--- config.mk ---
export PLATFORM = sky130hd
export DESIGN_NAME = four_level_page_table_walker
export DESIGN_NICKNAME = d
export VERILOG_FILES = /design/src/design/ptw_pkg.sv /design/src/design/four_level_page_table_walker.sv
export VERILOG_INCLUDE_DIRS = /design/src /design/src/design
export SDC_FILE = /design/constraint.sdc
export NUM_CORES = 1
export LEC_CHECK = 0
export BUFFER_PORTS_ARGS = -buffer_cell sky130_fd_sc_hd__buf_2
export CORE_ASPECT_RATIO = 1.5
export CORE_UTILIZATION = 50
export CTS_CLUSTER_DIAMETER = 40
export CTS_CLUSTER_SIZE = 40
export DETAILED_ROUTE_END_ITERATION = 8
export GPL_ROUTABILITY_DRIVEN = 0
export GPL_TIMING_DRIVEN = 0
export PLACE_DENSITY = 0.75
export SLEW_MARGIN = 20
export SYNTH_ARGS = -nofsm -noshare
export SYNTH_HDL_FRONTEND = slang
export SYNTH_SLANG_ARGS = --single-unit
--- constraint.sdc ---
create_clock -name clk -period 5.1 [get_ports clk]
set_input_delay 1.02 -clock clk [delete_from_list [all_inputs] [get_ports clk]]
set_output_delay 1.02 -clock clk [all_outputs]
set_load 0.01 [all_outputs]
--- src/design/four_level_page_table_walker_defines.svh ---
// ----------------------------------------------------------------------------
// Assertion macros for the four level page table walker
// Both macros sample on the rising edge of clk and are disabled while arst_n
// is low.
// ----------------------------------------------------------------------------
`ifndef FOUR_LEVEL_PAGE_TABLE_WALKER_DEFINES_SVH
`define FOUR_LEVEL_PAGE_TABLE_WALKER_DEFINES_SVH

// Property that holds in the same cycle as its antecedent
`define PTW_ASSERT_SAME(lbl, ante, cons, msg) \
	lbl: assert property (@(posedge clk) disable iff (!arst_n) (ante) |-> (cons)) \
		else $error(msg);

// Property that holds in the cycle after its antecedent
`define PTW_ASSERT_NEXT(lbl, ante, cons, msg) \
	lbl: assert property (@(posedge clk) disable iff (!arst_n) (ante) |=> (cons)) \
		else $error(msg);

`endif

--- src/design/ptw_pkg.sv ---
// ----------------------------------------------------------------------------
// ptw_pkg
// Types and constants shared by the four level page table walker.
// ----------------------------------------------------------------------------
package ptw_pkg;

	// Fixed field widths
	localparam int PA_W = 52;
	localparam int VA_W = 48;
	localparam int ENTRY_W = 64;

	// Default physical address width handed to the top level
	localparam int PHYS_ADDR_BITS_DEF = 52;

	// Request types
	localparam logic REQ_TRANSLATE = 1'b0;
	localparam logic REQ_ENTRY = 1'b1;

	// Result kinds
	localparam logic KIND_READ = 1'b0;
	localparam logic KIND_DONE = 1'b1;

	// Status codes
	localparam logic [1:0] ST_OK = 2'd0;
	localparam logic [1:0] ST_NOT_MAPPED = 2'd1;
	localparam logic [1:0] ST_BAD_ROOT = 2'd2;
	localparam logic [1:0] ST_IDLE_ENTRY = 2'd3;

	// Page sizes
	localparam logic [1:0] PS_4K = 2'd0;
	localparam logic [1:0] PS_2M = 2'd1;
	localparam logic [1:0] PS_1G = 2'd2;

	// Walk levels
	localparam logic [1:0] LVL_PML4 = 2'd0;
	localparam logic [1:0] LVL_PDPT = 2'd1;
	localparam logic [1:0] LVL_PD = 2'd2;
	localparam logic [1:0] LVL_PT = 2'd3;

	// Entry flag bit positions
	localparam int BIT_PRESENT = 0;
	localparam int BIT_LARGE = 7;

	typedef struct packed {
		logic req_type;
		logic [VA_W-1:0] virtual_address;
		logic [ENTRY_W-1:0] entry_data;
	} ptw_req_t;

	typedef struct packed {
		logic result_kind;
		logic [PA_W-1:0] entry_address;
		logic [PA_W-1:0] phys_addr;
		logic [1:0] status;
		logic [1:0] page_size;
	} ptw_rsp_t;

endpackage

--- src/design/four_level_page_table_walker.sv ---
// ----------------------------------------------------------------------------
// four_level_page_table_walker
// Four level table walk with 4 KiB, 2 MiB and 1 GiB pages, one result per
// request.
// ----------------------------------------------------------------------------
// The walker takes one request transfer per cycle while in_ready is high and
// returns exactly one response for each, in order. A request lands in an
// input register; the walk step (present and page size checks, index select,
// frame mask and add) runs from there into the response register while the
// walk state updates. Table entry reads are not issued by the block: the
// response carries the entry address and the caller returns the entry as a
// request. The user must write root_table_base through cfg_we/cfg_data only
// while idle; the block itself does not enforce this.
`include "four_level_page_table_walker_defines.svh"

module four_level_page_table_walker
	import ptw_pkg::*;
#(
	parameter int PHYS_ADDR_BITS = PHYS_ADDR_BITS_DEF
) (
	input  logic clk,
	input  logic arst_n,
	input  logic cfg_we,
	input  logic [PA_W-1:0] cfg_data,
	input  logic in_valid,
	output logic in_ready,
	input  ptw_req_t in_data,
	output logic out_valid,
	input  logic out_ready,
	output ptw_rsp_t out_data
);

	localparam logic [PA_W-1:0] PHYS_MASK = {PA_W{1'b1}} >> (PA_W - PHYS_ADDR_BITS);
	localparam logic [PA_W-1:0] FRAME_MASK = PHYS_MASK & ~(PA_W'(12'hFFF));
	localparam logic [PA_W-1:0] MASK_1G = ~(PA_W'(30'h3FFF_FFFF));
	localparam logic [PA_W-1:0] MASK_2M = ~(PA_W'(21'h1F_FFFF));

	logic [PA_W-1:0] root_q;
	logic walk_busy_q;
	logic [1:0] walk_level_q;
	logic [VA_W-1:0] held_va_q;

	logic valid_s1;
	ptw_req_t req_s1;
	logic out_valid_q;
	ptw_rsp_t out_data_q;

	logic advance;
	logic in_xfer;

	ptw_rsp_t rsp;
	logic nxt_busy;
	logic [1:0] nxt_level;
	logic [VA_W-1:0] nxt_va;

	logic root_ok;
	logic [PA_W-1:0] frame;
	logic [8:0] idx;
	logic [VA_W-1:0] va;

	// Handshake: stage 1 moves on when the response register is free or drains
	assign advance = valid_s1 && (!out_valid_q || out_ready);
	assign in_ready = !valid_s1 || advance;
	assign in_xfer = in_valid && in_ready;
	assign out_valid = out_valid_q;
	assign out_data = out_data_q;

	// Configuration register
	always_ff @(posedge clk or negedge arst_n) begin
		if (!arst_n) begin
			root_q <= '0;
		end else if (cfg_we) begin
			root_q <= cfg_data;
		end
	end

	// Input register
	always_ff @(posedge clk or negedge arst_n) begin
		if (!arst_n) begin
			valid_s1 <= 1'b0;
		end else if (in_xfer) begin
			valid_s1 <= 1'b1;
		end else if (advance) begin
			valid_s1 <= 1'b0;
		end
	end

	always_ff @(posedge clk) begin
		if (in_xfer) begin
			req_s1 <= in_data;
		end
	end

	// Index of the held address into the table one level below the current one
	always_comb begin
		va = held_va_q;
		case (walk_level_q)
			LVL_PML4: idx = va[38:30];
			LVL_PDPT: idx = va[29:21];
			default:  idx = va[20:12];
		endcase
	end

	assign root_ok = (root_q[11:0] == 12'h000) && ((root_q & ~PHYS_MASK) == '0);
	assign frame = req_s1.entry_data[PA_W-1:0] & FRAME_MASK;

	// Walk step
	always_comb begin
		rsp = '0;
		nxt_busy = walk_busy_q;
		nxt_level = walk_level_q;
		nxt_va = held_va_q;
		if (req_s1.req_type == REQ_TRANSLATE) begin
			nxt_level = LVL_PML4;
			if (!root_ok) begin
				nxt_busy = 1'b0;
				rsp.result_kind = KIND_DONE;
				rsp.status = ST_BAD_ROOT;
			end else begin
				nxt_busy = 1'b1;
				nxt_va = req_s1.virtual_address;
				rsp.result_kind = KIND_READ;
				rsp.entry_address = root_q + PA_W'({req_s1.virtual_address[47:39], 3'b000});
			end
		end else if (!walk_busy_q) begin
			rsp.result_kind = KIND_DONE;
			rsp.status = ST_IDLE_ENTRY;
		end else if (!req_s1.entry_data[BIT_PRESENT]) begin
			nxt_busy = 1'b0;
			nxt_level = LVL_PML4;
			rsp.result_kind = KIND_DONE;
			rsp.status = ST_NOT_MAPPED;
		end else begin
			// Next level pointer unless a leaf ends the walk here
			rsp.result_kind = KIND_READ;
			rsp.entry_address = frame + PA_W'({idx, 3'b000});
			nxt_level = walk_level_q + 2'd1;
			case (walk_level_q)
				LVL_PDPT: begin
					if (req_s1.entry_data[BIT_LARGE]) begin
						nxt_busy = 1'b0;
						nxt_level = LVL_PML4;
						rsp.result_kind = KIND_DONE;
						rsp.entry_address = '0;
						rsp.phys_addr = (frame & MASK_1G) | PA_W'(va[29:0]);
						rsp.page_size = PS_1G;
					end
				end
				LVL_PD: begin
					if (req_s1.entry_data[BIT_LARGE]) begin
						nxt_busy = 1'b0;
						nxt_level = LVL_PML4;
						rsp.result_kind = KIND_DONE;
						rsp.entry_address = '0;
						rsp.phys_addr = (frame & MASK_2M) | PA_W'(va[20:0]);
						rsp.page_size = PS_2M;
					end
				end
				LVL_PT: begin
					nxt_busy = 1'b0;
					nxt_level = LVL_PML4;
					rsp.result_kind = KIND_DONE;
					rsp.entry_address = '0;
					rsp.phys_addr = frame | PA_W'(va[11:0]);
					rsp.page_size = PS_4K;
				end
				default: begin
				end
			endcase
		end
	end

	// Walk state
	always_ff @(posedge clk or negedge arst_n) begin
		if (!arst_n) begin
			walk_busy_q <= 1'b0;
			walk_level_q <= LVL_PML4;
			held_va_q <= '0;
		end else if (advance) begin
			walk_busy_q <= nxt_busy;
			walk_level_q <= nxt_level;
			held_va_q <= nxt_va;
		end
	end

	// Response register
	always_ff @(posedge clk or negedge arst_n) begin
		if (!arst_n) begin
			out_valid_q <= 1'b0;
		end else if (advance) begin
			out_valid_q <= 1'b1;
		end else if (out_ready) begin
			out_valid_q <= 1'b0;
		end
	end

	always_ff @(posedge clk) begin
		if (advance) begin
			out_data_q <= rsp;
		end
	end

	// Checks
	`PTW_ASSERT_SAME(a_idle_top, !walk_busy_q, walk_level_q == LVL_PML4, "idle walker not at top level")
	`PTW_ASSERT_NEXT(a_adv_loads, advance, out_valid_q, "step did not load a response")
	`PTW_ASSERT_NEXT(a_s1_holds, valid_s1 && !advance, valid_s1 && $stable(req_s1), "stalled request lost")
	`PTW_ASSERT_NEXT(a_done_idle, advance && rsp.result_kind == KIND_DONE && rsp.status != ST_IDLE_ENTRY, !walk_busy_q, "walk still busy after finish")

endmodule
==> results.md, run 1 <==
* Status: finished clean
* Vias in the first global route at 8,170
* Die W at 130 um
* I/O pin cnt at 281
* Post-DRT Antenna Nets at 0
* Die Ht at 195 um
* Hold slack at 0.387 ns
* Drt first-iter violations at 478
* Critical Path End Type: flop
* YS warnings at 0
* Asr flop ratio synth at 32.4%
* Final setup fails at 0
* Global-route wire length before repair at 45.3 mm
* Initial antenna violation count at 2
* Static leakage at 0.00619 uW
* Detailed placement HPWL at 22.7 mm
* Clk sinks at 296
* PostCTS Resize Cnt at 0
* Fmax at 328 MHz
* Vias at 8,134
* Pre-CTS WS at 2.08 ns
* Register area at 0.00841 mm^2
* Share of cells above drive strength 1 at 37.1%
* CP max stage delay at 0.53 ns
* Crit-path slowest cell: a21oi_2
* Pwr dens at 374 mW/mm^2
* Most used DFF post-synth: edfxtp_1
* Site Rows at 70
* Bufs on Longest Clock Path at 3
* CTS tree: yes
* Period Utilization, post-route at 59.8%
* Hold-fix buffers, CTS at 0
* Footprint of the multi-input gates at 0.00372 mm^2
* WL/cell at 20.4 um
* Total congestion overflow at 0
* Cells along the critical path: ha_1, inv_1, fa_1, and2b_1, o2111ai_1, a21oi_2, buf_2, o211ai_1, xor2_1, o21ai_1
* Final WL at 30.4 mm
* CORE AREA at 0.0243 mm^2
* Crit path kind: flop to flop
* Die ar. at 0.0254 mm^2
* Clock-pin slew on the worst setup and hold paths at 0.08 ns
* Htree depth at 1
* Drt pass-1 iters at 5
* DRC viols at 0
* Final Hold Fails at 0
* Clk_skew at 0.0208 ns
* Worst skew pair latency at 0.56 ns
* Postcts setup bufs at 0
* Crit path time final at 3.05 ns
* CTS Root Cell: clkbuf_16
* Number of flops mapped to enable cells by yosys at 200
* Largest net degree at the start of global routing at 64
* Synth cell types at 55
* VDD IR max at 0.376 mV
* Worst rel slew slack at 31.7%
* Vias/cell at 5.46
* Fin. max-slew vios at 0
* Worst-Margin Slew at 1.01 ns
* Total Routing Usage GR at 24.3%
* Nets@finish at 1,326
* PortBufs at 257
* Filler cells at 1,890
* Hold crit path type: primary input to asynchronous set/reset pin
* Worst Path Max Fanout at 10
* Register area share after synthesis at 68.0%
* CP required at 5.38 ns
* RR Startpoint: root_q[3]
* Final WS setup at 2.05 ns
* Initial Util at 50.8%
* P&R area growth vs syn at 23.5%
* Crit start category: flop
* CP startpoint: root_q[3]
* RSZ-0062 raised after global routing: no
* TritonCTS Buffers at 29
* Mapped Area at 0.0124 mm^2
* Flops & latches, synth at 296
* Syn avg cell area at 14.6 um^2
* Max_cap viols at 0
* Synthesized instance count at 847
* Arr. time, crit path at 3.33 ns
-- registers in the layout, summed over array words and instances (netlist names) --
name	cells
out_data	109
root_q	52
req_s1	51
frame	40
held_va_q	39
walk_level_q	2
out_valid	1
valid_s1	1
walk_busy_q	1
-- cell type report --
type | count | area share, %
diodes | 2 | 0.0328
plain buffers | 41 | 1.16
clock buffers | 29 | 4.75
clock inverters | 24 | 2.40
inverters | 17 | 0.451
multi-input cells | 495 | 24.4
flip-flops and latches | 296 | 55.1
well taps | 324 | 2.66
repair buffers | 261 | 9.09
-- cell usage after synthesis, types with 2 or more instances --
cell type | count | area [um^2]
edfxtp_1 | 200 | 6010
dfrtp_1 | 96 | 2400
mux2_2 | 88 | 991
nand2_1 | 39 | 146
nand3_1 | 39 | 195
o21ai_0 | 39 | 195
and3_1 | 32 | 200
clkbuf_1 | 31 | 116
nor2_1 | 31 | 116
xnor2_1 | 27 | 236
a21oi_1 | 23 | 115
and2_1 | 19 | 119
a22oi_1 | 18 | 135
inv_1 | 17 | 63.8
ha_1 | 14 | 175
xor2_1 | 14 | 123
a211oi_1 | 10 | 75.1
a22o_1 | 10 | 87.6
o211ai_1 | 7 | 52.6
o21ai_1 | 7 | 35.0
a21o_1 | 6 | 45.0
buf_2 | 6 | 30.0
nand4_1 | 6 | 37.5
o2111ai_1 | 6 | 52.6
o22ai_1 | 6 | 37.5
a2111oi_4 | 5 | 138
a32oi_1 | 4 | 35.0
nand2b_1 | 4 | 25.0
nor4_1 | 4 | 25.0
or4_1 | 4 | 30.0
a32o_1 | 3 | 30.0
and4_1 | 3 | 26.3
a31oi_1 | 2 | 12.5
and3_2 | 2 | 15.0
buf_4 | 2 | 15.0
nor3_1 | 2 | 10.0
nor4_2 | 2 | 25.0
o32ai_1 | 2 | 17.5
-- routing by layer --
layer	up-vias	wire length, um	share of wire [%]	track usage [%]
met5	-	0	0	0
met4	0	1440	4.7	12.5
met3	71	1650	5.4	3.17
met2	317	16200	53	43.5
met1	3937	11100	37	28.0
li1	3809	-	-	-
-- worst max-delay path, delay by kind of cell, from the launching register on --
kind	cells	cell delay [ns]
compound gates	4	0.93
xor+xnor	1	0.22
fa+ha+maj	2	0.58
buf+inv	2	0.40
flops	1	0.40
simple gates	1	0.23
-- power by group --
part / internal, uW / switching, uW / total [uW]
Clock: 1250 / 1100 / 2360
Combinational: 203 / 323 / 526
Sequential: 2730 / 102 / 2830
-- through the flow --
stage	utilization [%]	instance area (um^2)	setup TNS (ns)	cells	power [uW]
after global placement	57.8	14100	-1.43	1430	3400
after CTS	62.7	15300	0	1487	5760
after global routing	62.7	15300	0	1489	5910
final	62.7	15300	0	1489	5720
after floorplan	-	12400	0	849	3150
after detailed placement	58.2	14200	0	1434	3410
-- cell families (layout without fill, tap and decap cells) --
logic type                 count (synthesis)  count (layout)  share of synthesized area, %
DFF                                      296             296                          68.0
other                                      1               5                        0.0303
xor gates and xnor gates                  41              41                          2.90
muxes                                     89              89                          8.10
adders and majority gates                 15              15                          1.58
AOI/OAI and AO/OA                        153             153                          8.99
and+or+nand+nor                          194             194                          8.45
buffers and inverters                     58             372                          1.94
-- final timing paths --
path,cells past startpoint,slack (ns),end
min in group clk,1,0.47,held_va_q[6]
hold reg to reg,1,0.47,held_va_q[6]
max in group asynchronous,2,4.07,held_va_q[4]
setup / recovery,10,2.05,out_data[103]
setup reg to reg,10,2.05,out_data[103]
hold / removal,1,0.39,root_q[46]
-- cell usage in the layout, fill, tap and decap left out, types with 7 or more instances in the layout --
cell type	count
a211oi_1	10
a21oi_1	23
a22o_1	10
a22oi_1	18
and2_1	18
and3_1	32
buf_2	262
clkbuf_1	31
clkbuf_16	29
dfrtp_1	96
edfxtp_1	200
ha_1	14
inv_1	16
inv_12	9
mux2_2	88
nand2_1	39
nand3_1	39
nor2_1	31
o211ai_1	7
o21ai_0	39
o21ai_1	7
xnor2_1	27
xor2_1	14
No activity file was read; power rests on OpenSTA's default activity.
==> inputs of run 2 (changes only) <==
- ABC_AREA: default -> 1
- PLACE_DENSITY: 0.75 -> 0.74
- clock period: 5.1 -> 3.03 ns (I/O delays scaled with it)
==> run 2 against run 1 <==
First-iteration DRC count rose by 110%; flip-flop and latch count did not move; via count rose by 36%; combinational power rose to 2.5 times the previous value; synthesized area rose by 8.1%; register-to-register slack got worse by 1.5 ns; sequential power rose by 74%; die area rose by 8.0%; sequential share of layout area fell by 3.2 points; global-route usage rose by 5.2 points; clock skew rose by 0.0032 ns; power rose by 76%; critical path type unchanged.
==> results.md, run 2 <==
* Syn avg cell area at 9.65 um^2
* Synthesized instance count at 1,385
* Mapped Area at 0.0134 mm^2
* Final Hold Fails at 0
* WP depth at 12
* Post-DRT Antenna Nets at 0
* Share of the synthesized area in the top cell type at 44.9%
* FF-to-FF setup slack at 0.55 ns
* Synth cell types at 37
* Flops & latches, synth at 296
* Most common cell in the netlist: nand2_1
* Design area at 0.0162 mm^2
* RR Startpoint: root_q[3]
* Met1 usage at 30.7%
* PortBufs at 257
* Met2 Usage GRT at 52.0%
* Share of cells above drive strength 1 at 23.3%
* WL/cell at 19.2 um
* Pwr dens at 620 mW/mm^2
* Worst Path Max Fanout at 9
* GRT busiest layer: met2
* Clk sinks at 296
* Pre-CTS WS at 0.631 ns
* Final WS setup at 0.547 ns
* Reg-to-Reg End: out_data[87]
* CTS tree: yes
* GR Layer Usage met3 at 4.19%
* DRC viols at 0
* CP dominant cell by count: nand2_1
* Detailed placement HPWL at 29.7 mm
* CP startpoint: root_q[3]
* Util after Layout at 62.3%
* RSZ-0062 raised after global routing: no
* Number of flops mapped to enable cells by yosys at 200
* Max reg flops at 109
* WP buf/inv at 2
* Static leakage at 0.00727 uW
* Total Routing Usage GR at 29.5%
* Crit start category: flop
* Most common cell after layout, fill and taps aside: nand2_1
* Die Ht at 202 um
* Initial antenna violation count at 1
* Nets@finish at 1,865
* Die ar. at 0.0274 mm^2
* Crit path time final at 2.48 ns
* Cells along the critical path: ha_1, inv_1, fa_1, inv_1, nand2_1, nand2_1, and2_1, nand3_1, nand2_1, nand3_1, nand3_1, nand2_1
* Drt first-iter violations at 1,015
* CTS Root Cell: clkbuf_16
* Period Utilization, post-route at 81.9%
* Crit path capture: out_data[87]
* CP required at 3.34 ns
* Hold crit path type: primary input to flop
* Final WL at 39.1 mm
* Most used DFF post-synth: edfxtp_1
* YS warnings at 0
* Fin. max-slew vios at 0
* Worst-Margin Slew at 0.888 ns
* Worst reg2reg path depth at 12
* Vias in the first global route at 11,186
* I/O pin cnt at 281
* Site Rows at 72
* Most frequent cells in the layout: 408 x nand2_1, 274 x buf_2, 200 x edfxtp_1
* Total congestion overflow at 0
* Drt pass-1 iters at 6
* Synth top area cells: edfxtp_1 45%, dfrtp_1 18%, nand2_1 11%
* Crit-path slowest cell: dfrtp_1
* Top cell type by total area after synthesis: edfxtp_1
* TritonCTS Buffers at 29
* Worst skew pair latency at 0.58 ns
* Register area share after synthesis at 62.9%
* Crit path kind: flop to flop
* Fmax at 403 MHz
* VDD IR max at 0.538 mV
* Critical Path End Type: flop
* Postcts setup bufs at 0
* P&R area growth vs syn at 21.4%
* Clk_skew at 0.0239 ns
* CP delay by family, top: simple AND/OR/NAND/NOR gates
* Worst rel slew slack at 40.6%
* Global-route wire length before repair at 59.8 mm
* Clock-pin slew on the worst setup and hold paths at 0.08 ns
* Final setup fails at 0
* Vias/cell at 5.41
* Max_cap viols at 0
* Largest net degree at the start of global routing at 73
* DP Area at 0.0152 mm^2
* Die W at 135 um
* Htree depth at 1
* CORE AREA at 0.0260 mm^2
* Most frequent cells after synthesis: 408 x nand2_1, 200 x edfxtp_1, 143 x nand3_1, 133 x inv_1, 122 x nor2_1
* Bufs on Longest Clock Path at 3
* Initial Util at 51.3%
* Asr flop ratio synth at 32.4%
* Arr. time, crit path at 2.79 ns
* CP max stage delay at 0.36 ns
* Status: finished clean
* Vias at 11,027
[run 2: area by class of cell]
type                       instances  area (um^2)
antenna                            1         2.50
buffer                            47          228
clock buffer                      30          739
clock inverter                    24          280
fill                            2136         9810
inverter                         136          514
multi-input combinational        908         4230
sequential                       296         8410
tap                              333          417
timing repair buffer             262         1400
[run 2: worst reg2reg max path: stages, from the launching register on]
cell and delay, ns:
dfrtp_1 0.36, ha_1 0.18, inv_1 0.06, fa_1 0.35, inv_1 0.10, nand2_1 0.07, nand2_1 0.08, and2_1 0.21
nand3_1 0.09, nand2_1 0.34, nand3_1 0.13, nand3_1 0.17, nand2_1 0.08
[run 2: how the worst min path moves through the flow]
stage,startpoint,endpoint,slack [ns],cells after the start
floorplan,arst_n,held_va_q[0],0.31,0
global placement,held_va_q[0],held_va_q[0],0.45,2
detailed placement,held_va_q[9],held_va_q[9],0.46,2
CTS,in_data[32],frame[32],0.19,1
global route,in_data[32],frame[32],0.19,1
finish,in_data[33],frame[33],0.20,1
[run 2: cell families (layout without fill, tap and decap cells)]
logic type,after synthesis,in the layout,synth area share (%)
buffers and inverters,183,499,5.45
AND/OR/NAND/NOR,748,748,24.0
XOR/XNOR,2,2,0.131
other,1,4,0.0281
flip-flops,296,296,62.9
adder cells (fa/ha/maj),15,15,1.46
AO/OA/AOI/OAI,130,130,5.13
multiplexers,10,10,0.843
[run 2: routing by layer]
| layer | routed length (um) | vias up |
|---|---|---|
| met5 | 0 | - |
| met4 | 3500 | 0 |
| met3 | 2350 | 182 |
| li1 | - | 5179 |
| met2 | 20000 | 560 |
| met1 | 13300 | 5106 |
[run 2: report_power, final]
| group | switching, uW | internal (uW) | total, uW |
|---|---|---|---|
| combinational | 906 | 420 | 1330 |
| clock | 1810 | 1990 | 3810 |
| sequential | 206 | 4710 | 4920 |
| total | 2930 | 7130 | 10100 |
[run 2: per-stage QoR]
step           cells  power [uW]  hold slack, ns  TNS, ns
2_1_floorplan   1387        5700           0.310        0
3_3_place_gp    1977        6260           0.455   -90.06
3_5_place_dp    1981        6310           0.459        0
4_1_cts         2036       10100           0.186        0
5_1_grt         2037       10400           0.186        0
6_report        2037       10100           0.200        0
[run 2: repair_timing]
| action | CTS | global route |
|---|---|---|
| resized for setup | 0 | 0 |
| hold buffers | 1 | 0 |
| hold endpoints to repair | 40 | 0 |
